[src/sv/svmm_pkg.sv]
// Shared types and constants for the SVPWM min-max duty generator.
// No dependencies; every other file in this block imports this package.
package svmm_pkg;

  localparam int VOLT_W   = 16;
  localparam int DUTY_W   = 16;
  localparam int SECT_W   = 3;
  // Phase references span +/-44762 after the inverse Clarke transform.
  localparam int PHASE_W  = 17;

  localparam logic signed [15:0] SQRT3_HALF_Q15 = 16'sd28378;
  localparam logic signed [17:0] SQRT3_Q15      = 18'sd56756;
  localparam logic signed [18:0] DUTY_CENTRE    = 19'sd16384;
  localparam logic signed [18:0] DUTY_FULL_IN   = 19'sd32768;
  localparam logic [15:0]        DUTY_FULL_OUT  = 16'hFFFF;
  localparam logic [30:0]        DUTY_ROUND     = 31'd16384;

  typedef logic [SECT_W-1:0] sector_t;

  localparam sector_t SECT_ZERO = 3'd0;
  localparam sector_t SECT_1    = 3'd1;
  localparam sector_t SECT_2    = 3'd2;
  localparam sector_t SECT_3    = 3'd3;
  localparam sector_t SECT_4    = 3'd4;
  localparam sector_t SECT_5    = 3'd5;
  localparam sector_t SECT_6    = 3'd6;

  typedef logic signed [PHASE_W-1:0] phase_t;
  typedef logic [DUTY_W-1:0]         duty_t;

endpackage

[src/sv/svmm_clarke.sv]
// Pipeline stages one and two: Q15 products, then inverse Clarke phases and sector.
// Depends on svmm_pkg.
module svmm_clarke import svmm_pkg::*; (
  input  logic                     clk,
  input  logic                     rst_n,
  input  logic                     en,
  input  logic                     in_vld,
  input  logic signed [VOLT_W-1:0] alpha,
  input  logic signed [VOLT_W-1:0] beta,
  output logic                     out_vld,
  output phase_t                   pa,
  output phase_t                   pb,
  output phase_t                   pc,
  output sector_t                  sector
);

  logic signed [30:0]       prod_b_full;
  logic signed [31:0]       prod_a_full;
  logic                     v1_r;
  logic signed [VOLT_W-1:0] al_r;
  logic signed [VOLT_W-1:0] be_r;
  logic signed [30:0]       prod_b_r;
  logic signed [31:0]       prod_a_r;

  logic signed [30:0] bsum;
  logic signed [31:0] asum;
  logic signed [15:0] bterm;
  logic signed [16:0] s3a;
  logic signed [17:0] s3a_x;
  logic signed [17:0] ns3a_x;
  logic signed [17:0] be_x;
  logic signed [17:0] nbe_x;
  logic signed [16:0] neg_al;
  logic signed [16:0] half_a;
  phase_t             pa_nxt;
  phase_t             pb_nxt;
  phase_t             pc_nxt;
  sector_t            sect_nxt;

  logic    v2_r;
  phase_t  pa_r;
  phase_t  pb_r;
  phase_t  pc_r;
  sector_t sect_r;

  assign prod_b_full = 31'(beta) * 31'(SQRT3_HALF_Q15);
  assign prod_a_full = 32'(alpha) * 32'(SQRT3_Q15);

  always_ff @(posedge clk) begin
    if (!rst_n) begin
      v1_r <= 1'b0;
    end else if (en) begin
      v1_r <= in_vld;
    end
  end

  always_ff @(posedge clk) begin
    if (en) begin
      al_r     <= alpha;
      be_r     <= beta;
      prod_b_r <= prod_b_full;
      prod_a_r <= prod_a_full;
    end
  end

  // Division by 32768 truncates toward zero, because negative products are biased first.
  always_comb begin
    bsum   = prod_b_r + (prod_b_r[30] ? 31'sd32767 : 31'sd0);
    asum   = prod_a_r + (prod_a_r[31] ? 32'sd32767 : 32'sd0);
    bterm  = bsum[30:15];
    s3a    = asum[31:15];
    neg_al = -{al_r[15], al_r};
    half_a = (neg_al + signed'({16'd0, neg_al[16]})) >>> 1;
    pa_nxt = {al_r[15], al_r};
    pb_nxt = half_a + {bterm[15], bterm};
    pc_nxt = half_a - {bterm[15], bterm};
  end

  always_comb begin
    s3a_x  = {s3a[16], s3a};
    ns3a_x = -s3a_x;
    be_x   = {{2{be_r[15]}}, be_r};
    nbe_x  = -be_x;
    if (al_r == '0 && be_r == '0) begin
      sect_nxt = SECT_ZERO;
    end else if (!be_r[15]) begin
      if (!al_r[15]) begin
        sect_nxt = (s3a_x >= be_x) ? SECT_1 : SECT_2;
      end else begin
        sect_nxt = (ns3a_x >= be_x) ? SECT_3 : SECT_2;
      end
    end else if (al_r[15]) begin
      sect_nxt = (ns3a_x >= nbe_x) ? SECT_4 : SECT_5;
    end else begin
      sect_nxt = (s3a_x >= nbe_x) ? SECT_6 : SECT_5;
    end
  end

  always_ff @(posedge clk) begin
    if (!rst_n) begin
      v2_r <= 1'b0;
    end else if (en) begin
      v2_r <= v1_r;
    end
  end

  always_ff @(posedge clk) begin
    if (en) begin
      pa_r   <= pa_nxt;
      pb_r   <= pb_nxt;
      pc_r   <= pc_nxt;
      sect_r <= sect_nxt;
    end
  end

  assign out_vld = v2_r;
  assign pa      = pa_r;
  assign pb      = pb_r;
  assign pc      = pc_r;
  assign sector  = sect_r;

endmodule

[config.mk]
export PLATFORM = sky130hd
export DESIGN_NAME = svmm_clarke
export DESIGN_NICKNAME = d
export VERILOG_FILES = /design/src/sv/svmm_pkg.sv /design/src/sv/svmm_clarke.sv
export SDC_FILE = /design/constraint.sdc
export NUM_CORES = 1
export LEC_CHECK = 0
export ABC_AREA = 1
export BUFFER_PORTS_ARGS = -buffer_cell sky130_fd_sc_hd__buf_2
export CORE_MARGIN = 10
export CORE_UTILIZATION = 33
export CTS_CLUSTER_DIAMETER = 30
export DETAILED_ROUTE_END_ITERATION = 6
export GPL_ROUTABILITY_DRIVEN = 0
export GPL_TIMING_DRIVEN = 1
export REMOVE_ABC_BUFFERS = 1
export SYNTH_ARGS = -nofsm -noshare
export SYNTH_HDL_FRONTEND = slang
export SYNTH_SLANG_ARGS = --single-unit
[constraint.sdc]
create_clock -name clk -period 4.8 [get_ports clk]
set_input_delay 0 -clock clk [delete_from_list [all_inputs] [get_ports clk]]
set_output_delay 0 -clock clk [all_outputs]
set_load 0.01 [all_outputs]
# ---- Word level (Yosys, flattened, before mapping)
# Index checks and enable logic that the tools add are counted.
dict set report word_totals {
  reg_bits 147
  latchBits 0
  ramBits 0
  rom_bits 0
  inputBits 36
  out_inout_bits 55
  wordCells 36
  memories 0
}
dict set report classes {
  n_addsub 8
  multipliers 2
  n_div 0
  magnitude_cmp 4
  eq_ne 0
  shifts 0
  muxes 9
  n_bitwise 0
  n_reduce_logical 3
}
# op count
set ops {}
lappend ops {{16-bit by 15-bit multiplier with 30-bit output (second input constant)} 2}
lappend ops {{32-bit by 16-bit adder with 32-bit output} 1}
lappend ops {{16-bit zero test} 2}
lappend ops {{31-bit by 16-bit adder with 31-bit output} 1}
lappend ops {{15-bit two-way mux} 2}
lappend ops {{17-bit by 18-bit >= comparator with 1-bit output} 1}
lappend ops {{18-bit by 16-bit >= comparator with 1-bit output} 1}
lappend ops {{18-bit >= comparator} 1}
lappend ops {{16-bit negation with 18-bit output} 1}
lappend ops {{17-bit negation with 18-bit output} 1}
lappend ops {{16-bit by 16-bit adder with 17-bit output} 1}
lappend ops {{17-bit by 2-bit adder with 17-bit output} 1}
lappend ops {{17-bit by 16-bit >= comparator with 1-bit output} 1}
lappend ops {{17-bit negation} 1}
lappend ops {{16-bit by 16-bit subtractor with 17-bit output} 1}
lappend ops {{2-bit two-way mux} 4}
lappend ops {{3-bit two-way mux} 1}
lappend ops {{1-bit two-way mux} 2}
lappend ops {{1-bit logical AND} 1}

# ---- Depth between registers and ports, before layout
dict set report logic_depth {
  word_depth 7
  mapped_depth 32
  ltp_nobuf 32
}

# ---- Least setup slack after synthesis
# No wires, ideal clock.
dict set report synth_path {
  kind {in2reg}
  startpoint {in beta[6]}
  endpoint {reg prod_b_r[29], data pin}
  setup_time_ns 0.259
  arrival_ns 4.291
  required_ns 4.541
  setup_slack_ns 0.250
  cell_stages 20
  n_path_buf 0
  cell_sequence {ha_1 > inv_1 > fa_1 > inv_1 > fa_1 > inv_1 > fa_1 > inv_1 > fa_1 > inv_1 > fa_1 > inv_1 > ha_1 > a21oi_1 > o21ai_0 > a21oi_1 > nand3_1 > nand2_1 > nand3_1 > xor2_1}
}
dict set report synth_via {
  elab_chain_cells 1
}
# element line_no
set synth_rtl {}
lappend synth_rtl {{from (decl)} svmm_clarke.sv:9} ;# input logic signed [VOLT_W-1:0] beta,
lappend synth_rtl {{16-bit by 15-bit multiplier with 30-bit output} svmm_clarke.sv:46} ;# assign prod_b_full = 31'(beta) * 31'(SQRT3_HALF_Q15);
lappend synth_rtl {{net prod_b_full[29]} svmm_clarke.sv:17} ;# logic signed [30:0] prod_b_full;
lappend synth_rtl {{to (signal assigned)} svmm_clarke.sv:61} ;# prod_b_r <= prod_b_full;
lappend synth_rtl {{to (decl)} svmm_clarke.sv:22} ;# logic signed [30:0] prod_b_r;
# The timed path passes the listed nets, and every way through them passes these cells.
# A chain may end at the register's enable or synchronous reset.

# ---- Final worst setup path
dict set report layout_path {
  startpoint {in beta[5]}
  endpoint {reg prod_b_r[23], data pin}
}
# Same word-level chain as after synthesis.

==> metrics.md <==
| Metric | Value |
|---|---|
| Status | `finished with violations` |
| Failing checks | `hold timing` |
| GRT Overall Usage | `14.1%` |
| R2R Path Start | `prod_a_r[31]` |
| DRT iter0 DRCs | `925` |
| Compound-Gate Fraction of Synth Area | `6.21%` |
| Critical Path AT | `4880 ps` |
| Smallest hold slack | `-4.21 ps` |
| Post-DP HPWL | `46200 um` |
| Vias in the first global route | `16900` |
| Multi-input gate area | `15600 um2` |
| Area leader, netlist | `fa_1` |
| Req. time, crit path | `5030 ps` |
| WHS Path Cells | `1` |
| Sequential Area | `roughly 4200 um2` |
| Area delta synth->final | `18.8%` |
| Per-instance average area after synthesis | `8.58 um2` |
| Syn Std Cell Area | `21800 um2` |
| Vias per cell | `4.56` |
| Synth unique cells | `42` |
| CTS tree | `done` |
| Ys Warns | `0` |
| R2r setup slk | `460 ps` |
| Chip width | `approximately 280 um` |
| Post-synth EDFFs | `140` |
| Synthesized flop and latch total | `142` |
| Synth async-reset ratio | `0%` |
| R2r worst-path depth | `29` |
| First-pass GRT wire length | `88200 um` |
| Initial Util | `33.2%` |
| Drt wl/cell | `~14 um` |
| TritonRoute pass-1 iters | `5` |
| Startpoint Class | `input pin` |
| Post-synth top cells | `inv_1, nand2_1, ha_1, fa_1, edfxtp_1` |
| Final core occ | `39.4%` |
| Ports | `between 90 and 100` |
| Drt drc | `0` |
| Rows | `94` |
| Clock Sinks | `between 100 and 150` |
| Fmax | `0.215 GHz` |
| Top cells by area, synth | `fa_1, edfxtp_1, ha_1, inv_1, nand2_1` |
| Worst Skew | `between 9 and 10 ps` |
| Antenna cells | `0` |
| Hold Startpoint | `en` |
| Hold endpoint | `pc[16]` |
| H-tree depth | `4` |
| CTS Root Cell | `clkbuf_16` |
| I/O Buffers | `90` |
| Final Hold Viols | `1` |
| ANT nets after route | `0` |
| Die area | `approximately 77000 um2` |
| Dominant synthesized flop cell | `edfxtp_1` |
| Post-synth top area share | `22.5%` |
| Worst-Margin Slew | `around 700 ps` |
| # setup viols final | `0` |
| Worst Setup End Kind | `register` |
| GRT overflow | `0` |
| Final Critical Period | `around 4600 ps` |
| Worst Path Class, Setup | `input pin to register` |
| Final wirelength | `52900 um` |
| Hold crit path type | `input pin to register` |
| Rel. slew slack | `53.3%` |
| Largest family of logic cells by synthesized area | `adder cells` |
| Max-cap violations | `0` |
| Maximum clock insertion buffer count | `2` |
| Count leader, synth | `inv_1` |
| Cell count after synthesis | `around 2500` |
| Share of cells above drive strength 1 | `approximately 15%` |
| Total core area | `65500 um2` |
| Fillers | `6530` |
| Die Height | `277 um` |
| Largest net degree at the start of global routing | `75` |
| Later-pin clock latency in the skew report | `480 ps` |
| Vias | `16900` |
| Reg clk slew, reported paths | `70 ps` |
| Slew Limit Fails | `0` |
| Mux cell area share after synthesis | `0%` |
| Critical path fanouts, max | `4` |
| Initial antenna violation count | `0` |
| FF-to-FF End | `sector[0]` |
| Xor/xnor share of the synthesized area | `5.35%` |
| Final std cells w/o fill | `3701` |
| Final Cycle Share | `a little over nine tenths` |
| Seq/Total Area, Yosys | `19.5%` |
| Placed insts | `3631` |
| Fraction of the mapped netlist area in adder cells | `41.4%` |
| TritonCTS Buffers | `17` |
| Post-synthesis simple-gate area fraction | `16.8%` |
| Nets | `~3400` |
==> area by class of cell <==
class / instances / share of cell area (%)
Multi-Input combinational cell: 1773 / 60.3
Sequential cell: 142 / 16.4
Inverter: 609 / 8.85
Timing Repair Buffer: 281 / 7.89
Tap cell: 864 / 4.18
Clock buffer: 17 / 1.65
Clock inverter: 15 / 0.741
==> critical path, cell delays in order <==
cell and delay [ps]:
buf_2 120, dlygate4sd3_1 560, buf_4 170, ha_4 280
inv_1 70, fa_1 500, inv_1 50, ha_1 290
fa_1 520, fa_1 570, fa_1 460, ha_4 320
nand2_1 100, nor2_1 150, nand3_1 110, nand3_1 160
nand3_1 90, nand3_1 140, a21oi_2 90, xnor2_1 130
==> state kept, by name, summed over array words and instances (netlist names), 3 cells and up <==
| name | flops |
|---|---|
| prod_a_r | 28 |
| pc | 16 |
| be_r | 16 |
| al_r | 16 |
| sector | 3 |
| prod_b_r | 28 |
| pb | 17 |
| pa | 16 |
==> how the worst max path moves through the flow <==
| stage | from | to | cells after the start |
|---|---|---|---|
| after floorplan | beta[6] | prod_b_r[29] | 20 |
| after global placement | beta[6] | prod_b_r[29] | 21 |
| after detailed placement | beta[6] | prod_b_r[29] | 21 |
| after CTS | beta[5] | prod_b_r[24] | 19 |
| after global routing | alpha[1] | prod_a_r[27] | 19 |
| final | beta[5] | prod_b_r[23] | 20 |
==> metal layers <==
metal  wire, um  track usage (%)
met5          0                0
met4        766             3.26
met3       2000             2.20
met2      24200             22.7
met1      26000             19.7
==> metrics by stage <==
step | cell area [um2] | setup WS (ps) | TNS (ps)
2_1_floorplan | 21700 | 250 | 0
3_3_place_gp | 24400 | -113 | -527
3_5_place_dp | 24400 | -155 | -1230
4_1_cts | 25300 | 12.3 | 0
5_1_grt | 25800 | -33.4 | -137
6_report | 25800 | 153 | 0
==> cell families (layout without fill, tap and decap cells) <==
group | count (synthesis) | in the layout
AND/OR/NAND/NOR | 823 | 823
AO/OA/AOI/OAI | 245 | 245
buffers and inverters | 621 | 922
flip-flops | 142 | 142
adder cells (fa/ha/maj) | 573 | 573
XOR/XNOR | 132 | 132
==> cells in the final DEF, fill, tap and decap left out, types with 10 or more instances in the layout <==
cell type / n
nand2_1: 413
edfxtp_1: 140
a21oi_2: 10
fa_1: 238
nor2_1: 130
o21bai_1: 15
buf_2: 85
a21oi_1: 114
nand3_1: 114
nor2_2: 21
xor2_1: 102
inv_2: 11
nand2_2: 33
o21ai_0: 57
clkbuf_16: 17
nor3_1: 27
inv_1: 597
dlygate4sd3_1: 31
ha_4: 19
xnor2_1: 28
nand4_1: 37
buf_4: 156
ha_1: 308
==> timing repair <==
| item | CTS | global route |
|---|---|---|
| gates resized for setup | 0 | 91 |
| setup buffers | 0 | 5 |
| setup endpoints to repair | 0 | 37 |
| endpoints found under the hold margin | 33 | 1 |
| hold buffers | 33 | 1 |
Power is left out: the tool's default activity adds up to more than one toggle a clock period on the data nets, which glitch-free logic cannot reach.
