### config.mk
export PLATFORM = sky130hd
export DESIGN_NAME = svmm_cm
export DESIGN_NICKNAME = d
export VERILOG_FILES = /design/src/sv/svmm_pkg.sv /design/src/sv/svmm_cm.sv
export SDC_FILE = /design/constraint.sdc
export NUM_CORES = 1
export LEC_CHECK = 0
export BUFFER_PORTS_ARGS = -buffer_cell sky130_fd_sc_hd__buf_2
export CORE_MARGIN = 2
export CORE_UTILIZATION = 56
export CTS_CLUSTER_DIAMETER = 100
export DETAILED_ROUTE_END_ITERATION = 7
export PLACE_DENSITY_LB_ADDON = 0.2
export SYNTH_ARGS = -nofsm -noshare
export SYNTH_HDL_FRONTEND = slang
export SYNTH_SLANG_ARGS = --single-unit
### constraint.sdc
create_clock -name clk -period 9.7 [get_ports clk]
set_input_delay 1.94 -clock clk [delete_from_list [all_inputs] [get_ports clk]]
set_output_delay 1.94 -clock clk [all_outputs]
set_load 0.02 [all_outputs]
### src/sv/svmm_pkg.sv
// Shared types and constants for the SVPWM min-max duty generator.
// No dependencies; every other file in this block imports this package.
package svmm_pkg;

  localparam int VOLT_W   = 16;
  localparam int DUTY_W   = 16;
  localparam int SECT_W   = 3;
  // Phase references span +/-44762 after the inverse Clarke transform.
  localparam int PHASE_W  = 17;

  localparam logic signed [15:0] SQRT3_HALF_Q15 = 16'sd28378;
  localparam logic signed [17:0] SQRT3_Q15      = 18'sd56756;
  localparam logic signed [18:0] DUTY_CENTRE    = 19'sd16384;
  localparam logic signed [18:0] DUTY_FULL_IN   = 19'sd32768;
  localparam logic [15:0]        DUTY_FULL_OUT  = 16'hFFFF;
  localparam logic [30:0]        DUTY_ROUND     = 31'd16384;

  typedef logic [SECT_W-1:0] sector_t;

  localparam sector_t SECT_ZERO = 3'd0;
  localparam sector_t SECT_1    = 3'd1;
  localparam sector_t SECT_2    = 3'd2;
  localparam sector_t SECT_3    = 3'd3;
  localparam sector_t SECT_4    = 3'd4;
  localparam sector_t SECT_5    = 3'd5;
  localparam sector_t SECT_6    = 3'd6;

  typedef logic signed [PHASE_W-1:0] phase_t;
  typedef logic [DUTY_W-1:0]         duty_t;

endpackage

### src/sv/svmm_cm.sv
// Pipeline stage three: min-max common-mode offset of the three phase references.
// Depends on svmm_pkg.
module svmm_cm import svmm_pkg::*; (
  input  logic    clk,
  input  logic    rst_n,
  input  logic    en,
  input  logic    in_vld,
  input  phase_t  pa,
  input  phase_t  pb,
  input  phase_t  pc,
  input  sector_t sector,
  output logic    out_vld,
  output phase_t  pa_o,
  output phase_t  pb_o,
  output phase_t  pc_o,
  output phase_t  cm_o,
  output sector_t sector_o
);

  phase_t             mx;
  phase_t             mn;
  logic signed [17:0] mm_sum;
  logic signed [17:0] neg_sum;
  logic signed [17:0] cm_full;
  phase_t             cm_nxt;

  logic    v_r;
  phase_t  pa_r;
  phase_t  pb_r;
  phase_t  pc_r;
  phase_t  cm_r;
  sector_t sect_r;

  always_comb begin
    mx = pa;
    mn = pa;
    if (pb > mx) begin
      mx = pb;
    end
    if (pc > mx) begin
      mx = pc;
    end
    if (pb < mn) begin
      mn = pb;
    end
    if (pc < mn) begin
      mn = pc;
    end
    mm_sum  = {mx[PHASE_W-1], mx} + {mn[PHASE_W-1], mn};
    neg_sum = -mm_sum;
    cm_full = (neg_sum + signed'({17'd0, neg_sum[17]})) >>> 1;
    cm_nxt  = cm_full[PHASE_W-1:0];
  end

  always_ff @(posedge clk) begin
    if (!rst_n) begin
      v_r <= 1'b0;
    end else if (en) begin
      v_r <= in_vld;
    end
  end

  always_ff @(posedge clk) begin
    if (en) begin
      pa_r   <= pa;
      pb_r   <= pb;
      pc_r   <= pc;
      cm_r   <= cm_nxt;
      sect_r <= sector;
    end
  end

  assign out_vld  = v_r;
  assign pa_o     = pa_r;
  assign pb_o     = pb_r;
  assign pc_o     = pc_r;
  assign cm_o     = cm_r;
  assign sector_o = sect_r;

endmodule

Word-level counts from Yosys, hierarchy flattened. Cells that the tools add are included.

Magnitude comparators: 4. Add/subtract/negate cells: 3. Multiplexer cells: 4.

Operator list (number): $mux W17 (4); $gt A17 B17 Y1 (2); $lt A17 B17 Y1 (2); $add A17 B17 Y18 (1); $add A18 B2 Y18 (1); $neg A18 Y18 (1).

Output and inout bits: 72. Word-level logic and storage cells: 17. Input bits: 58. Register bits after elaboration: 72.

Logic depth before layout (Yosys ltp). Gate-level depths: netlist (run 1).

Depth after elaboration: 7. Mapped depth: 36. Mapped depth without buffers: 34.

Worst setup path before layout (run 1). Ideal clock, no wire load.

Kind: input port to flip-flop. From: in pa[16]. To: reg cm_r[13], in the netlist cm_o[13], data pin. Buffers on the path: 2. Required time: 9426 ps. Slack: 591 ps. Library setup time: 274 ps. Arrival: 8835 ps. Stages: 35. Cells stage by stage: inv_1 -> ha_1 -> nand4_2 -> nor3_4 -> a21oi_4 -> mux2_4 -> a31oi_4 -> buf_8 -> mux2i_1 -> ha_1 -> nor2b_1 -> o21ai_0 -> a21oi_1 -> a2111oi_0 -> o21bai_1 -> a21o_1 -> a31oi_2 -> buf_4 -> mux2i_1 -> ha_1 -> inv_1 -> ha_1 -> fa_1 -> a211o_1 -> nand4_1 -> and3_1 -> o41ai_1 -> xor2_1 -> nor2b_1 -> ha_1 -> nand3_1 -> nor3_1 -> and3_1 -> nand3_1 -> xnor2_1.

Cells in the longest elaborated chain, start to end: 7. Elaborated cells between the ends (all ways): 11. Classes of those cells: add/sub (3); order compare (4); mux (4).

Ends and longest elaborated chain: from (decl) (RTL line svmm_cm.sv:8) `input phase_t pa,`; $gt A17 B17 Y1 / $lt A17 B17 Y1 (equally long branches) (RTL line svmm_cm.sv:37, svmm_cm.sv:43); $mux W17, on equally long branches (RTL line svmm_cm.sv:37, svmm_cm.sv:43); $gt A17 B17 Y1 / $lt A17 B17 Y1 (equally long branches) (RTL line svmm_cm.sv:40, svmm_cm.sv:46); $mux W17, on equally long branches (RTL line svmm_cm.sv:40, svmm_cm.sv:46); $add A17 B17 Y18 (*) (RTL line svmm_cm.sv:49) `mm_sum = {mx[PHASE_W-1], mx} + {mn[PHASE_W-1], mn};`; $neg A18 Y18 (*) (RTL line svmm_cm.sv:50) `neg_sum = -mm_sum;`; $add A18 B2 Y18 (*) (RTL line svmm_cm.sv:51) `cm_full = (neg_sum + signed'({17'd0, neg_sum[17]})) >>> 1;`; net cm_full[13] (RTL line svmm_cm.sv:24) `logic signed [17:0] cm_full;`; to (signal assigned) (RTL line svmm_cm.sv:68) `cm_r <= cm_nxt;`; to (decl) (RTL line svmm_cm.sv:31) `phase_t cm_r;`.

The timed path passes the listed nets; every way through them passes the cells marked *. A chain may end at the register's enable or synchronous reset.

Final worst setup path (run 1). Ends and elaborated chain as after synthesis.

==> impl_summary.md, run 1 <==
Synthesis
By area the synthesized netlist is led by edfxtp_1 (37%), ha_1 (18%), mux2i_1 (4.8%). The number of nets in the synthesized netlist is 683. The synthesized design contains 71 enable-type register cells.

Of the synthesized area, sequential elements account for 0.3722. The synthesis-stage register bit count is 72. The main flop type after synthesis is edfxtp_1. Synthesis produced 540 cells. Of all flip-flops after synthesis, the portion carrying an async set or reset was 0. The distinct cell type count of the synthesized netlist is 61.

The post-synthesis cell type with the largest combined area is edfxtp_1. The number of synthesis warnings is 0. The top-area cell type share of the netlist area is 0.3688. The mean post-synth cell area is 10.71 sq um. The post-synthesis instance area is 5782 sq um.

Power
The switching power as a share of total power is 0.4381. The clock network power share is 0.119. The cell-internal power is 0.9585 mW.

The combinational fraction of design power is 0.620. The static leakage is 3.247 nW. The power per standard cell area is 250.4 nW/um^2. The worst ir drop on vdd is 0.2076 mV.

The part of the power in registers is 0.260. The analysis attributes to net switching a power of 0.7474 mW.

Timing
The routed design could run at a clock period as short as 9.277 ns. The final worst clock skew is 0 ns. The upper clock frequency limit is 0.1078 GHz. The worst hold margin is 0.5232 ns. The number of slew-limit violations in the final report came to 0. The period utilization is 0.9564.

Across all setup checks in the final design, the least slack found is 0.4232 ns. The slew of the pin with the lowest slew margin is 0.6495 ns. Setup violations remaining at the end of the flow were counted as 0. Summed over all failing endpoints, the final setup total negative slack is 0 ns.

The number of hold-slack violations in the final timing report is 0. In this run the tightest slew margin relative to its limit is 0.5670.

Clock network
Clock-pin slew was measured on the worst setup and hold paths at 0.08 ns. The root buffer cell chosen for the clock tree is clkbuf_8. The number of levels in the clock H-tree is 3. In this run, post-CTS hold repair placed 0 buffers. TritonCTS created 9 clock buffers. TritonCTS built the clock tree.

The maximum buffer depth of the clock tree is 2. The clock drives 72 sinks. The clock network latency to the later pin of the worst-skew pair is 0.36 ns.

Global routing
The remaining global-route overflow is 0. The first-pass GRT wire length is 21.98 mm. Entering global routing, the biggest net connects 46 pins. For this run, the total global-route usage over all layers was measured as 0.2523.

The number of global-route vias before repair is 4399. The initial antenna violation count is 0.

Drt
Wires add up to 13.70 mm. In the final routed layout, each cell accounts on average for 16.67 um. In the routed design, unresolved DRC markers number 0.

After detailed routing, the number of vias per cell comes to 5.609. The detail route stage leaves a number of antenna-violating nets equal to 0. The initial DRC count is 161. The overall via count from detail_route is 4611. For this run, the detailed router's first-pass iteration total came to 5.

Critical path
The cell occurring most often along the worst timing path is ha_1. The critical path launch point type is an input pin. For this design, the slowest cell found on the critical path is fa_1.

On the worst path, the slowest cell contributes a delay of 0.48 ns. The worst setup path is captured at a register. At the worst endpoint, the required time is 9.79 ns. Data on the critical path arrives at its endpoint at 9.37 ns. The kind of critical path is input pin to register. The highest fanout seen on the critical path is 18.

The buffer and inverter count on the worst path is 3. The cell family contributing the most delay on the critical path is compound AO/OA/AOI/OAI gates.

Floorplanning
The placeable core region is 10180 sq um. Row generation in the floorplan step produced 37 rows. Measured along the x axis, the die boundary spans 105.6 um.

The die is 105.6 um tall. The die covers 11150 sq um. The top-level port count is 130. The initial core utilization is 0.5677.

Finish
The number of inserted diodes is 0. In the layout the commonest cells are buf_2 (129), ha_1 (84), edfxtp_1 (71). The library cell used most frequently in the layout, excluding fill and tap cells, is buf_2. In the final layout, the share of cells above drive strength 1 is 0.2901. The area growth from synthesis to layout is 17.83%. After routing the design area is 6813 sq um. The final layout contains 825 nets. Fill cells in the final layout number 840.

Place
The placed instances occupy a cell area of 6611 sq um. The congestion estimate from routability-driven global placement came to 0.8736. The detailed-placement wirelength estimate is 11.17 mm. The count of buffers added on input and output ports is 129.

Before CTS, the worst setup slack after placement is -0.09974 ns.

Worst hold path
The class of the tightest hold or removal check is register to register.

Job
The number of max-capacitance violations reported is 0.

Outcome
The run finished with clean final reports.
[power groups by stage]
stage	Clock, mW	Combinational [mW]	Sequential [mW]
after floorplan	0	0.681	0.528
after global placement	0	1.02	0.450
after detailed placement	0	1.03	0.449
after CTS	0.209	1.04	0.445
after global routing	0.219	1.17	0.449
final	0.204	1.06	0.444
[state kept, by name (all words and copies together) (netlist names)]
name	cells
cm_o	17
pa_o	17
pb_o	17
pc_o	17
sector_o	3
out_vld	1
[timing repair]
action,CTS,global route
gates resized for setup,0,4
setup endpoints to repair,0,8
buffers inserted,0,2
[worst reg2reg max path: cells and delay by family, from the launching register on]
family | cells | cell delay, ns
flops | 1 | 0.31
mux | 1 | 0.12
simple gates | 1 | 0.06
[path summary, 6_finish.rpt]
check	startpoint	endpoint	slack, ns	cells after the start
setup reg to reg	out_vld$_SDFFE_PN0P_	out_vld$_SDFFE_PN0P_	9.11	2
hold reg to reg	out_vld$_SDFFE_PN0P_	out_vld$_SDFFE_PN0P_	0.52	2
setup / recovery	pa[16]	cm_o[13]$_DFFE_PP_	0.42	32
hold / removal	out_vld$_SDFFE_PN0P_	out_vld$_SDFFE_PN0P_	0.52	2
[layer usage]
layer | global-route usage | wire, um | up-vias
met4 | 0.1100 | 348 | 0
met1 | 0.3447 | 6409 | 2135
met3 | 0.03587 | 613 | 24
met2 | 0.4014 | 6328 | 136
li1 | - | - | 2316
met5 | 0 | 0 | -
[area by class of cell]
class	instances	area [sq um]	area share
multi-input cells	408	3392	0.4979
inverters	46	172.7	0.02534
clock inverters	6	36.28	0.005326
well taps	136	170.2	0.02498
flip-flops and latches	72	2152	0.3159
clock buffers	9	123.9	0.01818
repair buffers	145	765.7	0.1124
[cell usage after synthesis, types with 2 or more instances]
library cell / number
ha_1: 84
edfxtp_1: 71
a21oi_1: 48
inv_1: 46
nor2_1: 33
mux2i_1: 28
nand2_1: 25
mux2_2: 22
a21o_1: 18
o21ai_0: 17
nand4_1: 12
xnor2_1: 11
clkbuf_1: 10
nand3_1: 10
xor2_1: 10
mux2_4: 9
nand2b_1: 7
nor3_1: 7
nor2b_1: 5
a31oi_1: 4
nand3b_1: 4
a2111oi_0: 3
a211oi_1: 3
and2_1: 3
and3_1: 3
nor4_1: 3
o211ai_1: 3
a221o_1: 2
a311oi_1: 2
and4_1: 2
and4b_1: 2
nor3b_1: 2
o21a_1: 2
o21bai_1: 2
[kinds of logic (layout without fill, tap and decap cells)]
family / after synthesis / count (layout) / share of synthesized area
and+or+nand+nor: 123 / 123 / 0.1112
AOI/OAI and AO/OA: 120 / 120 / 0.1391
adders and majority gates: 85 / 85 / 0.1852
DFF: 72 / 72 / 0.3722
buffers and inverters: 60 / 206 / 0.04566
muxes: 59 / 59 / 0.1147
xor gates and xnor gates: 21 / 21 / 0.03181
[through the flow]
step / cells / total power, mW / util
3_5_place_dp: 805 / 1.481 / 0.6491
5_1_grt: 822 / 1.835 / 0.6689
4_1_cts: 820 / 1.692 / 0.6649
3_3_place_gp: 805 / 1.467 / 0.6491
2_1_floorplan: 540 / 1.209 / -
6_report: 822 / 1.706 / 0.6689
(Power assumes the default switching activity.)
==> inputs of run 2 (changes only) <==
Settings changed: CELL_PAD_IN_SITES_DETAIL_PLACEMENT set to 0, CELL_PAD_IN_SITES_GLOBAL_PLACEMENT set to 1, CORE_UTILIZATION 56 to 43.
==> run 2 against run 1 <==
  * Clock skew stayed put
  * First-iteration DRC count is 11% higher
  * Core utilization is 13 points lower
  * Clock-buffer cell count stayed put
  * Fmax is 1.9% higher
  * Worst setup slack better by 0.17 ns
==> impl_summary.md, run 2 (synthesized netlist as in run 1, its figures left out) <==
Outcome
The flow ran to the end, and the final reports show no timing, DRC or antenna violations.

Place
The detailed-placement wirelength estimate came to 10.94 mm (-2.0%). The post-placement cell count is 848 (+5.3%). The port buffer count is 129 (unchanged). The last weighted congestion value of the routability-driven placer was 0.8509 (-2.6%). The pre-CTS setup slack was -0.1475 ns (-0.04774 ns).

Worst hold path
The worst hold path belongs to the class register to register.

Finish
The area occupied by multi-input gates was 3403 sq um (+0.33%). The utilization after layout is 0.5359 (-0.1331). The share of cells above drive strength 1 is 0.3068 (+0.01671). The number of nets in the layout is 829 (+0.48%). The count of non-filler cells in the finished layout is 867 (+5.5%). The post-synthesis to final-layout area growth is 22.25%. The library cells used most frequently in the layout, excluding fill and tap cells, are buf_2 (129), ha_1 (84), edfxtp_1 (71).

The register cell area after layout is 2152 sq um (unchanged). The number of inserted diodes was 0 (unchanged). The count of filler cells inserted in the layout is 1212 (+44%).

The library cell used most frequently in the layout, excluding fill and tap cells, is buf_2.

Clock network
The number of levels in the clock H-tree is 3 (unchanged). The clock sink total is 72 (unchanged). The clock network latency to the later pin of the worst-skew pair is 0.34 ns (-0.02 ns).

The number of buffers inserted during clock tree synthesis is 9 (unchanged). The CTS tree is built. The number of hold buffers added after cts was 0 (unchanged). The maximum buffer depth of the clock tree came to 2 (unchanged). The clock transition time at the flip-flop clock pins of the worst setup and hold paths is 0.06 ns (-0.02 ns). The tree is rooted in a clkbuf_16.

Drt
The overall via count from detail_route was 4532 (-1.7%). The first-pass iteration count of the detailed router is 6 (+1). The number of routed nets with antenna violations is 0 (unchanged).

The vias per cell was 5.227 (-6.8%). The number of remaining DRC errors came to 0 (unchanged). The initial DRC count was 178 (+11%). The total routed wirelength was 13.68 mm (-0.15%). The average wire per cell in the routed design came to 15.78 um (-5.3%).

Floorplanning
The placeable core region came to 13190 sq um (+30%). The vertical die dimension is 120.0 um (+14%). The horizontal die dimension came to 120.0 um (+14%).

The top-level port count came to 130 (unchanged). The total die area came to 14390 sq um (+29%). The site row count is 42 (+14%). The initial core utilization is 0.4383 (-0.1293).

Power
The total power draw is 1.859 mW (+9.0%). The worst ir drop on vdd is 0.1586 mV (-24%). The net switching power is 0.7559 mW (+1.1%).

The cell-internal power is 1.103 mW (+15%). The clock network power share came to 0.191 (+0.072). The static leakage is 3.315 nW (+2.1%).

The power per standard cell area came to 263.0 nW/um^2 (+5.0%). The switching power as a share of total power is 0.4067 (-0.03142). The combinational fraction of design power is 0.570 (-0.050).

The part of the power in registers is 0.240 (-0.020).

Critical path
The endpoint class of the critical path is a register. By startpoint and endpoint, the worst setup path is classified as input pin to register. The highest fanout seen on the critical path is 17 (-1). The most numerous cell type found on the critical path is ha_1. The biggest cell delay along the critical path is 0.48 ns (about the same). The critical path launch point type is an input pin. The required time at the endpoint of the critical path is 9.78 ns (about the same). Among all stages on the critical path, the largest delay is contributed by fa_1. The endpoint arrival time on the critical path was 9.18 ns (-0.19 ns).

Global routing
The number of global-route vias before repair is 4467 (+1.5%). The initial antenna violation count came to 0 (unchanged). The global-route usage over all layers was 0.1960 (-0.05627). The maximum number of pins on one net before global-route repair is 73 (+59%). The first-pass GRT wire length came to 22.16 mm (+0.81%).

The remaining global-route overflow is 0 (unchanged).

Timing
The final critical-path setup slack is 0.5945 ns (+0.1713 ns). Setup repair after global routing left no endpoint under its margin. The number of hold-slack violations in the final timing report is 0 (unchanged). The final worst clock skew came to 0 ns (unchanged). The period utilization is 0.9387 (-0.01766). The worst max-slew margin expressed relative to the limit is 0.3925 (-0.1745). The number of slew-limit violations in the final report is 0 (unchanged).

The number of endpoints failing setup at the final stage was 0 (unchanged). The worst hold margin was 0.5238 ns (+0.0006430 ns). The upper clock frequency limit is 0.1098 GHz (+1.9%). The clock period minus worst slack is 9.105 ns (-0.1713 ns).

The slew of the pin with the lowest slew margin is 0.9112 ns (+0.2617 ns).

Job
The number of max-capacitance violations reported is 0 (unchanged).
## run 2: cell type report
cell class | instances | area share
sequential | 72 | 0.3045
timing repair buffer | 149 | 0.1131
inverter | 46 | 0.02443
clock buffer | 9 | 0.03186
clock inverter | 7 | 0.01345
tap | 176 | 0.03116
multi-input combinational | 408 | 0.4815
## run 2: timing repair
action / 4_1_cts / 5_1_grt
hold endpoints to repair: 0 / 0
buffers inserted: 0 / 3
resized for setup: 0 / 11
setup endpoints to repair: 0 / 9
## run 2: worst paths after layout
check,from,slack [ns],cells after the start,endpoint
max reg2reg,out_vld$_SDFFE_PN0P_,9.11,2,out_vld$_SDFFE_PN0P_
min reg2reg,out_vld$_SDFFE_PN0P_,0.52,2,out_vld$_SDFFE_PN0P_
max,pa[16],0.59,32,cm_o[13]$_DFFE_PP_
min,out_vld$_SDFFE_PN0P_,0.52,2,out_vld$_SDFFE_PN0P_
## run 2: layer usage
layer / vias to the layer above / track usage / share of wire
met5: - / 0 / 0
met4: 0 / 0.06544 / 0.015
met3: 13 / 0.03089 / 0.040
met2: 94 / 0.3203 / 0.46
met1: 2098 / 0.2649 / 0.49
li1: 2327 / - / -
## run 2: critical path, delay by kind of cell
kind / cells / cell delay [ns]
AOI/OAI and AO/OA: 10 / 2.09
and+or+nand+nor: 9 / 1.70
adders and majority gates: 5 / 1.68
muxes: 3 / 1.03
buffers and inverters: 3 / 0.39
xor gates and xnor gates: 2 / 0.31
## run 2: metrics by stage
| step | setup TNS [ns] | cell area, sq um |
|---|---|---|
| 2_1_floorplan | 0 | 5782 |
| 3_3_place_gp | 0 | 6684 |
| 3_5_place_dp | -0.4060 | 6684 |
| 4_1_cts | 0 | 7004 |
| 5_1_grt | 0 | 7068 |
| 6_report | 0 | 7068 |
## run 2: power by group through the flow
stage | Sequential [mW] | Combinational, mW | Clock (mW)
finish | 0.445 | 1.06 | 0.355
detailed placement | 0.450 | 1.04 | 0
global route | 0.451 | 1.18 | 0.373
CTS | 0.446 | 1.05 | 0.366
floorplan | 0.528 | 0.681 | 0
global placement | 0.450 | 1.03 | 0
