## config.mk

```make
export PLATFORM = sky130hd
export DESIGN_NAME = svmm_duty
export DESIGN_NICKNAME = d
export VERILOG_FILES = /design/src/sv/svmm_pkg.sv /design/src/sv/svmm_duty.sv
export SDC_FILE = /design/constraint.sdc
export NUM_CORES = 1
export LEC_CHECK = 0
export BUFFER_PORTS_ARGS = -buffer_cell sky130_fd_sc_hd__buf_2
export CORE_ASPECT_RATIO = 1.1
export CORE_MARGIN = 5
export CORE_UTILIZATION = 52
export CTS_BUF_LIST = sky130_fd_sc_hd__clkbuf_16
export CTS_CLUSTER_SIZE = 40
export DETAILED_ROUTE_END_ITERATION = 7
export PLACE_DENSITY = 0.88
export SLEW_MARGIN = 20
export SYNTH_ARGS = -nofsm -noshare
export SYNTH_HDL_FRONTEND = slang
export SYNTH_SLANG_ARGS = --single-unit
export TNS_END_PERCENT = 5
```

## constraint.sdc

```tcl
create_clock -name clk -period 3.2 [get_ports clk]
set_input_delay 0.32 -clock clk [delete_from_list [all_inputs] [get_ports clk]]
set_output_delay 0.32 -clock clk [all_outputs]
set_load 0.01 [all_outputs]
```

## src/sv/svmm_pkg.sv

```systemverilog
// Shared types and constants for the SVPWM min-max duty generator.
// No dependencies; every other file in this block imports this package.
package svmm_pkg;

  localparam int VOLT_W   = 16;
  localparam int DUTY_W   = 16;
  localparam int SECT_W   = 3;
  // Phase references span +/-44762 after the inverse Clarke transform.
  localparam int PHASE_W  = 17;

  localparam logic signed [15:0] SQRT3_HALF_Q15 = 16'sd28378;
  localparam logic signed [17:0] SQRT3_Q15      = 18'sd56756;
  localparam logic signed [18:0] DUTY_CENTRE    = 19'sd16384;
  localparam logic signed [18:0] DUTY_FULL_IN   = 19'sd32768;
  localparam logic [15:0]        DUTY_FULL_OUT  = 16'hFFFF;
  localparam logic [30:0]        DUTY_ROUND     = 31'd16384;

  typedef logic [SECT_W-1:0] sector_t;

  localparam sector_t SECT_ZERO = 3'd0;
  localparam sector_t SECT_1    = 3'd1;
  localparam sector_t SECT_2    = 3'd2;
  localparam sector_t SECT_3    = 3'd3;
  localparam sector_t SECT_4    = 3'd4;
  localparam sector_t SECT_5    = 3'd5;
  localparam sector_t SECT_6    = 3'd6;

  typedef logic signed [PHASE_W-1:0] phase_t;
  typedef logic [DUTY_W-1:0]         duty_t;

endpackage

```

## src/sv/svmm_duty.sv

```systemverilog
// Pipeline stage four: common-mode injection, clamping and scaling to 16-bit duty.
// Depends on svmm_pkg; its registers drive the result channel directly.
module svmm_duty import svmm_pkg::*; (
  input  logic    clk,
  input  logic    rst_n,
  input  logic    en,
  input  logic    in_vld,
  input  phase_t  pa,
  input  phase_t  pb,
  input  phase_t  pc,
  input  phase_t  cm,
  input  sector_t sector,
  output logic    out_vld,
  output duty_t   duty_a,
  output duty_t   duty_b,
  output duty_t   duty_c,
  output sector_t sector_o
);

  // d*65535 is formed as d*65536 - d, then rounded and divided by 32768.
  function automatic duty_t scale_duty(input phase_t ph, input phase_t cmv);
    logic signed [18:0] d;
    logic [30:0]        t;
    d = DUTY_CENTRE + {{2{ph[PHASE_W-1]}}, ph} + {{2{cmv[PHASE_W-1]}}, cmv};
    t = {d[14:0], 16'd0} - {16'd0, d[14:0]} + DUTY_ROUND;
    if (d <= 19'sd0) begin
      scale_duty = '0;
    end else if (d >= DUTY_FULL_IN) begin
      scale_duty = DUTY_FULL_OUT;
    end else begin
      scale_duty = t[30:15];
    end
  endfunction

  logic    v_r;
  duty_t   da_r;
  duty_t   db_r;
  duty_t   dc_r;
  sector_t sect_r;

  always_ff @(posedge clk) begin
    if (!rst_n) begin
      v_r <= 1'b0;
    end else if (en) begin
      v_r <= in_vld;
    end
  end

  always_ff @(posedge clk) begin
    if (en) begin
      da_r   <= scale_duty(pa, cm);
      db_r   <= scale_duty(pb, cm);
      dc_r   <= scale_duty(pc, cm);
      sect_r <= sector;
    end
  end

  assign out_vld  = v_r;
  assign duty_a   = da_r;
  assign duty_b   = db_r;
  assign duty_c   = dc_r;
  assign sector_o = sect_r;

endmodule

```

Yosys cells after proc, flatten, opt, wreduce, memory -nomap -nowiden. Cells that the tools add are included.

Flip-flop bits (word level): 52. Bits of input ports: 75. Output and inout bits: 52.

Add/subtract/negate cells: 12. Order comparisons: 6. Muxes and demuxes: 3.

Operators with widths (count): $add A31 B15 Y31 const B (3); $sub A31 B15 Y31 (3); $add A18 B17 Y19 (3); $ge A19 B17 Y1 const B (3); $le A19 B1 Y1 const B (3); $add A16 B17 Y18 const A (3); $mux W16 (3).

Logic depth before layout (Yosys ltp). Gate-level depths: netlist of run 1.

Depth after elaboration: 5. Depth in mapped cells: 13. Gate-level depth less buffers: 12.

Worst setup path before layout of run 1. No wires, ideal clock.

Path type: input to register. Start: in pc[1]. End: reg dc_r[10] (netlist: duty_c[10]), data pin. Setup time: 0.287 ns. Arrival time: 3.140 ns. Slack: -0.227 ns. Cell stages on the path: 11. Path buffers: 0. Path through: ha_1 -> ha_1 -> fa_1 -> a21o_1 -> nand4_2 -> a21oi_2 -> or3_4 -> a2111oi_4 -> nand4_2 -> nor4_4 -> a211oi_1.

Word-level cells in the longest chain between the ends: 5. Elaborated cells on any way between the ends: 7. Those cells by class: add/sub (4); order compare (2); mux (1).

Ends and longest elaborated chain: from (decl) (line svmm_duty.sv:10) `input phase_t pc,`; $add A16 B17 Y18 (*) (line svmm_duty.sv:24) `d = DUTY_CENTRE + {{2{ph[PHASE_W-1]}}, ph} + {{2{cmv[PHASE_W-1]}}, cmv};`; $add A18 B17 Y19 (*) (line svmm_duty.sv:24); $sub A31 B15 Y31 (line svmm_duty.sv:25) `t = {d[14:0], 16'd0} - {16'd0, d[14:0]} + DUTY_ROUND;`; $add A31 B15 Y31 (line svmm_duty.sv:25); $mux W16 (line svmm_duty.sv:28) `end else if (d >= DUTY_FULL_IN) begin`; to (signal assigned) (line svmm_duty.sv:53) `dc_r <= scale_duty(pc, cm);`; to (decl) (line svmm_duty.sv:38) `duty_t dc_r;`.

Every way passes the cells marked *; elsewhere a longest branch is shown, timed or not. A chain may end at the register's enable or synchronous reset.

Worst setup path after layout of run 1.
Start: in cm[1]. End: reg dc_r[9] (netlist: duty_c[9]), data pin.

Word-level cells in the longest chain between the ends: 4. Elaborated cells on any way between the ends: 6. Those cells by class: add/sub (3); order compare (2); mux (1).

Ends and longest elaborated chain: from (decl) (line svmm_duty.sv:11) `input phase_t cm,`; $add A18 B17 Y19 (*) (line svmm_duty.sv:24); $sub A31 B15 Y31 (line svmm_duty.sv:25); $add A31 B15 Y31 (line svmm_duty.sv:25); $mux W16 (line svmm_duty.sv:28).

Marks and branches as above.

==> flow_metrics.py, run 1 <==
metrics = {
    "logic_synthesis": {
        "synth_seq_cells": 52,
        "synthCells": 750,
        "synth_area_per_cell_um2": 8.880,
        "syn-num-nets": 930,
        "syn_area_mm2": 0.006660,
        "yosysWarnings": 0,
        "synthArstFlopShare_pct": 0,
        "synth-edff-count": 51,
        "ys.flop_type": "edfxtp_1",
        "ys_types": 88,
        "synth-seq-area-share_pct": 23.30,
    },
    "drt": {
        "ant_nets": 0,
        "detail_route.first_pass.iterations": 7,
        "vias_per_cell": 6.560,
        "routed_wl_um": 23760,
        "drc_errors": 1,
        "initialDrtViolationCount": 1015,
        "wire_per_inst_um": 19.79,
        "vias": 7879,
    },
    "power": {
        "swShare_pct": 40.12,
        "pwr-share-comb_pct": 60.2,
        "power_density_mw_per_mm2": 418.7,
        "p_sw_uw": 1559,
        "power.total_uw": 3885,
        "clock_power_share_pct": 16.1,
        "seqPwrFrac_pct": 23.7,
        "max-vdd-ir-drop_uv": 238.2,
        "p_leak_uw": 0.004244,
        "intPower_uw": 2326,
    },
    "sta": {
        "fin_skew_ns": 0,
        "rsz0062_at_grt": "true",
        "slew-limit-headroom_pct": 44.95,
        "fmax_mhz": 303.1,
        "period_share_pct": 103.1,
        "max_slew.worst_pin.slew_ns": 0.8258,
        "tns_ns": -0.6520,
        "maxSlewViolCount": 0,
        "hold_viol": 0,
        "setup_ws_ns": -0.09959,
        "setup_viol": 10,
        "fin_crit_ns": 3.300,
    },
    "critical_path": {
        "startpoint": "cm[1]",
        "crit_fanout": 5,
        "required_ns": 3.25,
        "path_class": "input port to flip-flop",
        "endpoint_kind": "flip-flop",
        "cp-start-kind": "input port",
        "worstPathArrival_ns": 3.34,
        "regToRegStartpoint": "out_vld",
    },
    "floorplanning": {
        "row_count": 43,
        "dieArea_mm2": 0.01517,
        "core_mm2": 0.01259,
        "start_util_pct": 52.90,
        "io_pins": 127,
        "fp.dieW_um": 117.9,
        "fp.dieH_um": 128.7,
    },
    "clocking": {
        "path_clk_slew_ns": 0.07,
        "cts_tree": "yes",
        "clock_sinks": 52,
        "cts_max_level": 2,
        "clock_path_buffers": 2,
        "cts_root_buf": "clkbuf_16",
        "clock_latency_ns": 0.29,
        "cts_buffers": 5,
    },
    "run_status": {
        "status": "finished, violations left",
        "failed_checks": "DRC, setup timing",
    },
    "global_routing": {
        "grt_max_degree": 32,
        "grt_usage_pct": 27.63,
        "grt_first_pass_wirelength_um": 34920,
        "antenna_found_initial": 0,
        "grt_overflow": 0,
        "first_global_vias": 7471,
    },
    "cells_and_area": {
        "n_antenna_cell": 0,
        "drive_gt1_share_pct": 37.64,
        "stdcell_count": 1201,
        "fillers": 844,
        "syn_to_final_growth_pct": 39.30,
        "final_nets": 1223,
    },
    "place": {
        "port_buffers": 126,
        "dp_cells": 1179,
        "gp_congestion": 0.9572,
        "hpwl_um": 17440,
    },
    "worst_hold_path": {
        "min_path_type": "input port to flip-flop",
        "hold_start": "sector[2]",
    },
    "run": {
        "drv_cap": 0,
    },
}
## worst paths after layout
path | to | slack, ns | cells past startpoint
worst max-delay path | duty_c[9] | -0.1 | 16
worst min-delay path | sector_o[2] | 0.20 | 1
worst max register to register | out_vld | 2.57 | 2
worst min register to register | out_vld | 0.56 | 2
## registers in the layout (all words and copies together) (netlist names)
| signal | count |
|---|---|
| duty_a | 16 |
| duty_b | 16 |
| duty_c | 16 |
| sector_o | 3 |
| out_vld | 1 |
## cell usage in the layout (no fill, tap or decap), types with 14 or more instances in the layout
| master | count |
|---|---|
| nor3_1 | 24 |
| inv_1 | 34 |
| xnor2_1 | 22 |
| nand2_1 | 46 |
| buf_4 | 174 |
| o21ai_0 | 30 |
| and3_1 | 14 |
| nand3_1 | 20 |
| a21o_1 | 27 |
| a211oi_1 | 15 |
| buf_2 | 125 |
| a31oi_1 | 32 |
| ha_1 | 92 |
| edfxtp_1 | 51 |
| nor2_1 | 31 |
| a21oi_1 | 56 |
## worst max-delay path: stages
cell      delay, ns
buf_6          0.11
buf_6          0.11
ha_4           0.21
ha_4           0.16
fa_2           0.35
a21o_1         0.23
buf_4          0.15
a21o_1         0.19
buf_4          0.14
nor2_1         0.11
or3_1          0.16
and3_2         0.26
nand4_2        0.15
nor4_4         0.39
buf_4          0.21
a211oi_1       0.06
## cell usage after synthesis (8+ instances only)
library cell	n	area share [%]
a31oi_1	34	3.2
ha_1	102	19
nand4_1	10	0.94
edfxtp_1	51	23
nor3_1	26	2.0
o211ai_1	11	1.2
clkbuf_1	15	0.85
a211oi_1	18	2.0
xor2_1	8	1.1
or3_1	12	1.1
nand2_1	47	2.6
inv_1	34	1.9
and2_1	12	1.1
nor2_1	31	1.7
a21oi_1	60	4.5
xnor2_1	22	2.9
a21o_1	27	3.0
o21ai_0	36	2.7
nand3_1	22	1.7
and3_1	15	1.4
## power by group through the flow
stage          clock, uW  combinational (uW)  sequential [uW]
6_report             624                2340              922
5_1_grt              648                2510              932
4_1_cts              620                2160              923
3_5_place_dp           0                2120              939
3_3_place_gp           0                2040              931
2_1_floorplan          0                1190             1000
## kinds of logic (layout without fill, tap and decap cells)
kind of cell	Yosys count	in the layout	synth area share (%)
DFF	52	52	23.30
adders and majority gates	105	105	20.06
buffers and inverters	57	351	3.626
AOI/OAI and AO/OA	276	276	29.18
muxes	10	10	1.559
xor gates and xnor gates	30	30	3.945
and+or+nand+nor	220	220	18.34
## per-stage QoR
| stage | util [%] | setup WS, ns | hold WS [ns] | cell area (um2) |
|---|---|---|---|---|
| 2_1_floorplan | - | -0.1287 | 0.4189 | 6720 |
| 3_3_place_gp | 69.42 | -0.2168 | 0.4936 | 8740 |
| 3_5_place_dp | 69.42 | -0.3757 | 0.4981 | 8740 |
| 4_1_cts | 71.26 | -0.01595 | 0.1907 | 8971 |
| 5_1_grt | 73.69 | -0.1956 | 0.1923 | 9278 |
| 6_report | 73.69 | -0.09959 | 0.1952 | 9278 |
## area by class of cell
cell class | count | area, um2 | share of cell area (%)
clock inverters | 3 | 42.54 | 0.4585
clock buffers | 5 | 125.1 | 1.349
well taps | 157 | 196.4 | 2.117
inverters | 34 | 127.6 | 1.376
multi-input cells | 641 | 5164 | 55.66
repair buffers | 309 | 2071 | 22.32
flip-flops and latches | 52 | 1551 | 16.72
## routing by layer
metal  track usage (%)  wire length, um
met2             48.80            11520
met4             15.25             1528
met1             32.35             8768
met3             4.044             1947
met5                 0                0
## repair_timing
item,CTS,global route
resized for setup,10,45
endpoints found under the hold margin,0,0
pin swaps,7,23
hold buffers,0,0
setup buffers,2,11
endpoints found under the setup margin,25,46
cloned,0,1
(Power assumes the default switching activity.)
==> run 2, diff against run 1 <==
Settings changed: MAX_ROUTING_LAYER set to met4, REMOVE_ABC_BUFFERS set to 1.
==> run 2 against run 1 <==
Compared with the run above: the flow now finishes without violations; non-clock buffer count decreased by 9; worst setup slack gained 0.16 ns; combinational power fell by 3%; critical path type unchanged.
==> flow_metrics.py, run 2 (synthesis gave the netlist of run 1 again) <==
metrics = {
    "place": {
        "port_buffers": 126,
        "pre_cts_ws_ns": -0.4554,
        "hpwl_um": 16430,
        "gp_congestion": 0.9680,
    },
    "clocking": {
        "clock_sinks": 52,
        "clock_latency_ns": 0.29,
        "cts_tree": "yes",
        "cts_root_buf": "clkbuf_16",
        "cts_max_level": 2,
        "path_clk_slew_ns": 0.07,
        "clock_path_buffers": 2,
        "cts_buffers": 5,
    },
    "sta": {
        "fmax_mhz": 318.0,
        "slew-limit-headroom_pct": 54.25,
        "max_slew.worst_pin.slew_ns": 0.6863,
        "timing.hold.ws_ns": 0.1932,
        "maxSlewViolCount": 0,
        "tns_ns": 0,
        "fin_crit_ns": 3.144,
        "period_share_pct": 98.26,
        "fin_skew_ns": 0,
        "setup_viol": 0,
        "setup_ws_ns": 0.05568,
        "hold_viol": 0,
    },
    "drt": {
        "detail_route.first_pass.iterations": 5,
        "wire_per_inst_um": 18.13,
        "drc_errors": 0,
        "vias_per_cell": 6.315,
        "initialDrtViolationCount": 615,
        "vias": 7534,
        "ant_nets": 0,
        "routed_wl_um": 21630,
    },
    "worst_hold_path": {
        "min_path_type": "input port to flip-flop",
        "hold_start": "sector[1]",
    },
    "critical_path": {
        "regToRegStartpoint": "out_vld",
        "endpoint": "duty_b[11]",
        "worstPathArrival_ns": 3.19,
        "startpoint": "cm[1]",
        "slowest_delay_ns": 0.42,
        "endpoint_kind": "flip-flop",
        "crit_cells": 14,
        "path_class": "input port to flip-flop",
        "required_ns": 3.24,
        "path_buf_inv": 3,
        "cp-start-kind": "input port",
        "critPathSlowestCell": "or3_4",
        "crit_fanout": 7,
        "r2r_end": "out_vld",
        "path_cells": "buf_6 -> buf_4 -> ha_4 -> ha_4 -> fa_2 -> a21o_1 -> a21oi_2 -> xnor2_2 -> or3_4 -> or3_4 -> nor4_4 -> buf_4 -> a21o_1 -> a31oi_4",
        "r2r_cells": 2,
        "r2r_slack_ns": 2.61,
        "cp_top_family": "simple AND/OR/NAND/NOR gates",
    },
    "cells_and_area": {
        "layout_common_cells": "166 x buf_4, 124 x buf_2, 95 x ha_1",
        "final_nets": 1214,
        "layout_commonest_cell": "buf_4",
        "drive_gt1_share_pct": 37.20,
        "syn_to_final_growth_pct": 38.51,
        "multi_input_area_mm2": 0.005182,
        "fillers": 882,
        "regArea_mm2": 0.001551,
    },
    "global_routing": {
        "grt_max_degree": 53,
        "grt_first_pass_wirelength_um": 32470,
        "grt_overflow": 0,
        "grt_usage_pct": 26.34,
        "first_global_vias": 7090,
        "antenna_found_initial": 1,
    },
    "floorplanning": {
        "core_mm2": 0.01259,
        "row_count": 43,
        "io_pins": 127,
        "start_util_pct": 52.90,
        "fp.dieW_um": 117.9,
        "fp.dieH_um": 128.7,
        "dieArea_mm2": 0.01517,
    },
    "run_status": {
        "status": "finished, final reports clean",
    },
    "power": {
        "power_density_mw_per_mm2": 415.0,
        "p_leak_uw": 0.004224,
        "max-vdd-ir-drop_uv": 243.3,
    },
    "run": {
        "drv_cap": 0,
    },
}
## run 2: cell count changes in the layout (fill, tap and decap cells not counted), sizes merged
| cell | delta |
|---|---|
| clkinv | -1 |
| clkinvlp | +1 |
| buf | -9 |
| diode | +1 |
## run 2: repair_timing
action,CTS,global route
buffers inserted,1,2
hold buffers,0,0
setup endpoints to repair,37,47
pin swaps,8,29
gates cloned,0,1
resized for setup,14,55
## run 2: worst min-delay path by stage
stage                        to  cells past startpoint
floorplan           sector_o[0]                      0
global placement        out_vld                      2
detailed placement  sector_o[2]                      1
CTS                 sector_o[2]                      1
global route        sector_o[1]                      1
finish              sector_o[1]                      1
## run 2: layer usage
metal	up-vias	GRT usage, %	wire, um
met5	-	-	0
met4	0	12.21	1230
met3	111	2.374	1448
met2	399	46.37	10740
met1	3489	30.53	8212
li1	3535	-	-
## run 2: layout make-up
cell class	count	share of cell area (%)
well taps	157	2.129
clock inverters	3	0.4611
multi-input cells	641	56.18
inverters	34	1.383
clock buffers	5	1.356
diodes	1	0.02713
repair buffers	300	21.65
flip-flops and latches	52	16.82
## run 2: through the flow
stage                     area (um2)  total power [uW]  util (%)  cells
after floorplan                 6546              2155         -    727
after global placement          8682              2944     68.96   1181
after detailed placement        8682              3021     68.96   1181
after CTS                       8914              3672     70.80   1190
after global routing            9225              4050     73.28   1193
final                           9225              3829     73.28   1193
## run 2: worst reg2reg max path, cell delays in order, from the launching register on
cell and delay (ns):
dfxtp_1 0.31, mux2i_1 0.12, nor2b_1 0.06
## run 2: where the power goes
part / total, uW / internal [uW] / switching (uW)
Combinational: 2280 / 1060 / 1230
Clock: 623 / 368 / 255
Sequential: 924 / 896 / 28.0
Total: 3830 / 2320 / 1510
==> run 3, diff against run 2 <==
Settings changed: CORE_UTILIZATION 52 to 62, PLACE_DENSITY 0.88 to 0.95.
Clock period 3.2 ns to 3.9 ns, I/O delays scaled along.
==> run 3 against run 2 <==
Compared with the run above: cell count shrank 14%; critical path type unchanged; highest routed layer unchanged; core utilization grew 0.17 points; first-iteration DRC count shrank 5.7%.
==> flow_metrics.py, run 3 (synthesis gave the netlist of run 1 again) <==
metrics = {
    "place": {
        "gp_congestion": 0.9876,
        "pre_cts_ws_ns": 0.1288,
        "hpwl_um": 14360,
        "port_buffers": 126,
    },
    "clocking": {
        "cts_root_buf": "clkbuf_16",
        "clock_latency_ns": 0.29,
        "clock_sinks": 52,
        "holdBufCountCts": 0,
        "cts_resized": 0,
        "cts_max_level": 2,
        "cts_tree": "yes",
        "clock_path_buffers": 2,
        "cts_buffers": 5,
        "cts_setup_buffers": 0,
        "path_clk_slew_ns": 0.07,
    },
    "cells_and_area": {
        "drive_gt1_share_pct": 21.68,
        "layout_common_cells": "126 x buf_2, 102 x ha_1, 60 x a21oi_1",
        "multi_input_area_mm2": 0.004867,
        "syn_to_final_growth_pct": 15.16,
        "n_antenna_cell": 0,
        "final_util_pct": 73.45,
        "layout_commonest_cell": "buf_2",
        "regArea_mm2": 0.001551,
        "final_nets": 1060,
        "fillers": 821,
    },
    "sta": {
        "fmax_mhz": 280.5,
        "setup_viol": 0,
        "setup_ws_ns": 0.3355,
        "fin_skew_ns": 0,
        "rsz0062_at_grt": "false",
        "hold_viol": 0,
        "slew-limit-headroom_pct": 53.28,
        "max_slew.worst_pin.slew_ns": 0.6935,
        "period_share_pct": 91.40,
        "tns_ns": 0,
        "maxSlewViolCount": 0,
        "fin_crit_ns": 3.565,
    },
    "drt": {
        "vias_per_cell": 6.517,
        "ant_nets": 0,
        "wire_per_inst_um": 17.62,
        "routed_wl_um": 18040,
        "detail_route.first_pass.iterations": 5,
        "drc_errors": 0,
        "initialDrtViolationCount": 580,
        "vias": 6673,
    },
    "critical_path": {
        "crit_fanout": 6,
        "path_cells": "buf_2 -> ha_1 -> ha_1 -> fa_1 -> a21o_1 -> a22oi_1 -> a2111oi_1 -> buf_4 -> a211oi_1 -> nor4_1 -> buf_4 -> and4bb_1 -> a41o_1 -> buf_4 -> a31oi_1",
        "critPathSlowestCell": "fa_1",
        "worstPathArrival_ns": 3.69,
        "critPathMostFrequentCell": "buf_4",
        "path_class": "input port to flip-flop",
        "endpoint_kind": "flip-flop",
        "slowest_delay_ns": 0.41,
        "required_ns": 4.03,
        "cp-start-kind": "input port",
    },
    "floorplanning": {
        "fp.dieW_um": 108.8,
        "start_util_pct": 63.78,
        "core_mm2": 0.01044,
        "io_pins": 127,
        "fp.dieH_um": 118.7,
        "row_count": 39,
        "dieArea_mm2": 0.01292,
    },
    "global_routing": {
        "antenna_found_initial": 0,
        "grt_first_pass_wirelength_um": 29550,
        "grt_usage_pct": 28.55,
        "first_global_vias": 6378,
        "grt_overflow": 0,
        "grt_max_degree": 29,
    },
    "power": {
        "p_leak_uw": 0.003423,
        "power_density_mw_per_mm2": 351.6,
        "power.total_uw": 2697,
        "max-vdd-ir-drop_uv": 194.5,
    },
    "run_status": {
        "status": "finished, final reports clean",
    },
    "run": {
        "drv_cap": 0,
    },
    "worst_hold_path": {
        "min_path_type": "input port to flip-flop",
    },
}
[run 3: changes by cell type in the layout (fill, tap and decap cells not counted), sizes merged]
cell	delta
inv	+1
clkinvlp	-1
buf	-154
diode	-1
[run 3: path summary, 6_finish.rpt]
kind | start | endpoint | slack, ns | depth (start not counted)
setup / recovery | cm[1] | duty_a[8] | 0.34 | 15
hold / removal | sector[0] | sector_o[0] | 0.26 | 1
setup reg to reg | out_vld | out_vld | 3.31 | 2
hold reg to reg | out_vld | out_vld | 0.53 | 2
[run 3: worst max-delay path, delay by kind of cell]
kind / cells / cell delay (ns)
buffers and inverters: 4 / 0.61
AND/OR/NAND/NOR: 2 / 0.31
AO/OA/AOI/OAI: 6 / 1.44
adder cells (fa/ha/maj): 3 / 0.92
[run 3: through the flow]
step	instances	cell area (um2)	hold WS (ns)
5_1_grt	1024	7670	0.2658
6_report	1024	7670	0.2646
2_1_floorplan	727	6546	0.4889
3_3_place_gp	1016	7506	0.4968
4_1_cts	1024	7670	0.2655
3_5_place_dp	1016	7506	0.5184
[run 3: area by class of cell]
type / count / share of cell area (%)
clock buffer: 5 / 1.631
timing repair buffer: 146 / 10.18
inverter: 34 / 1.664
tap: 143 / 2.333
multi-input combinational: 641 / 63.46
clock inverter: 3 / 0.5057
sequential: 52 / 20.23
[run 3: where the power goes]
part	internal, uW	total, uW	switching [uW]
clock	300	496	197
combinational	580	1450	866
sequential	735	754	19.1
[run 3: per-layer routing]
metal,vias up,wire [um],GRT usage (%)
met5,-,0,-
met4,0,720,12.31
met3,52,1416,2.617
met2,340,8607,46.41
met1,3049,7298,36.04
li1,3232,-,-
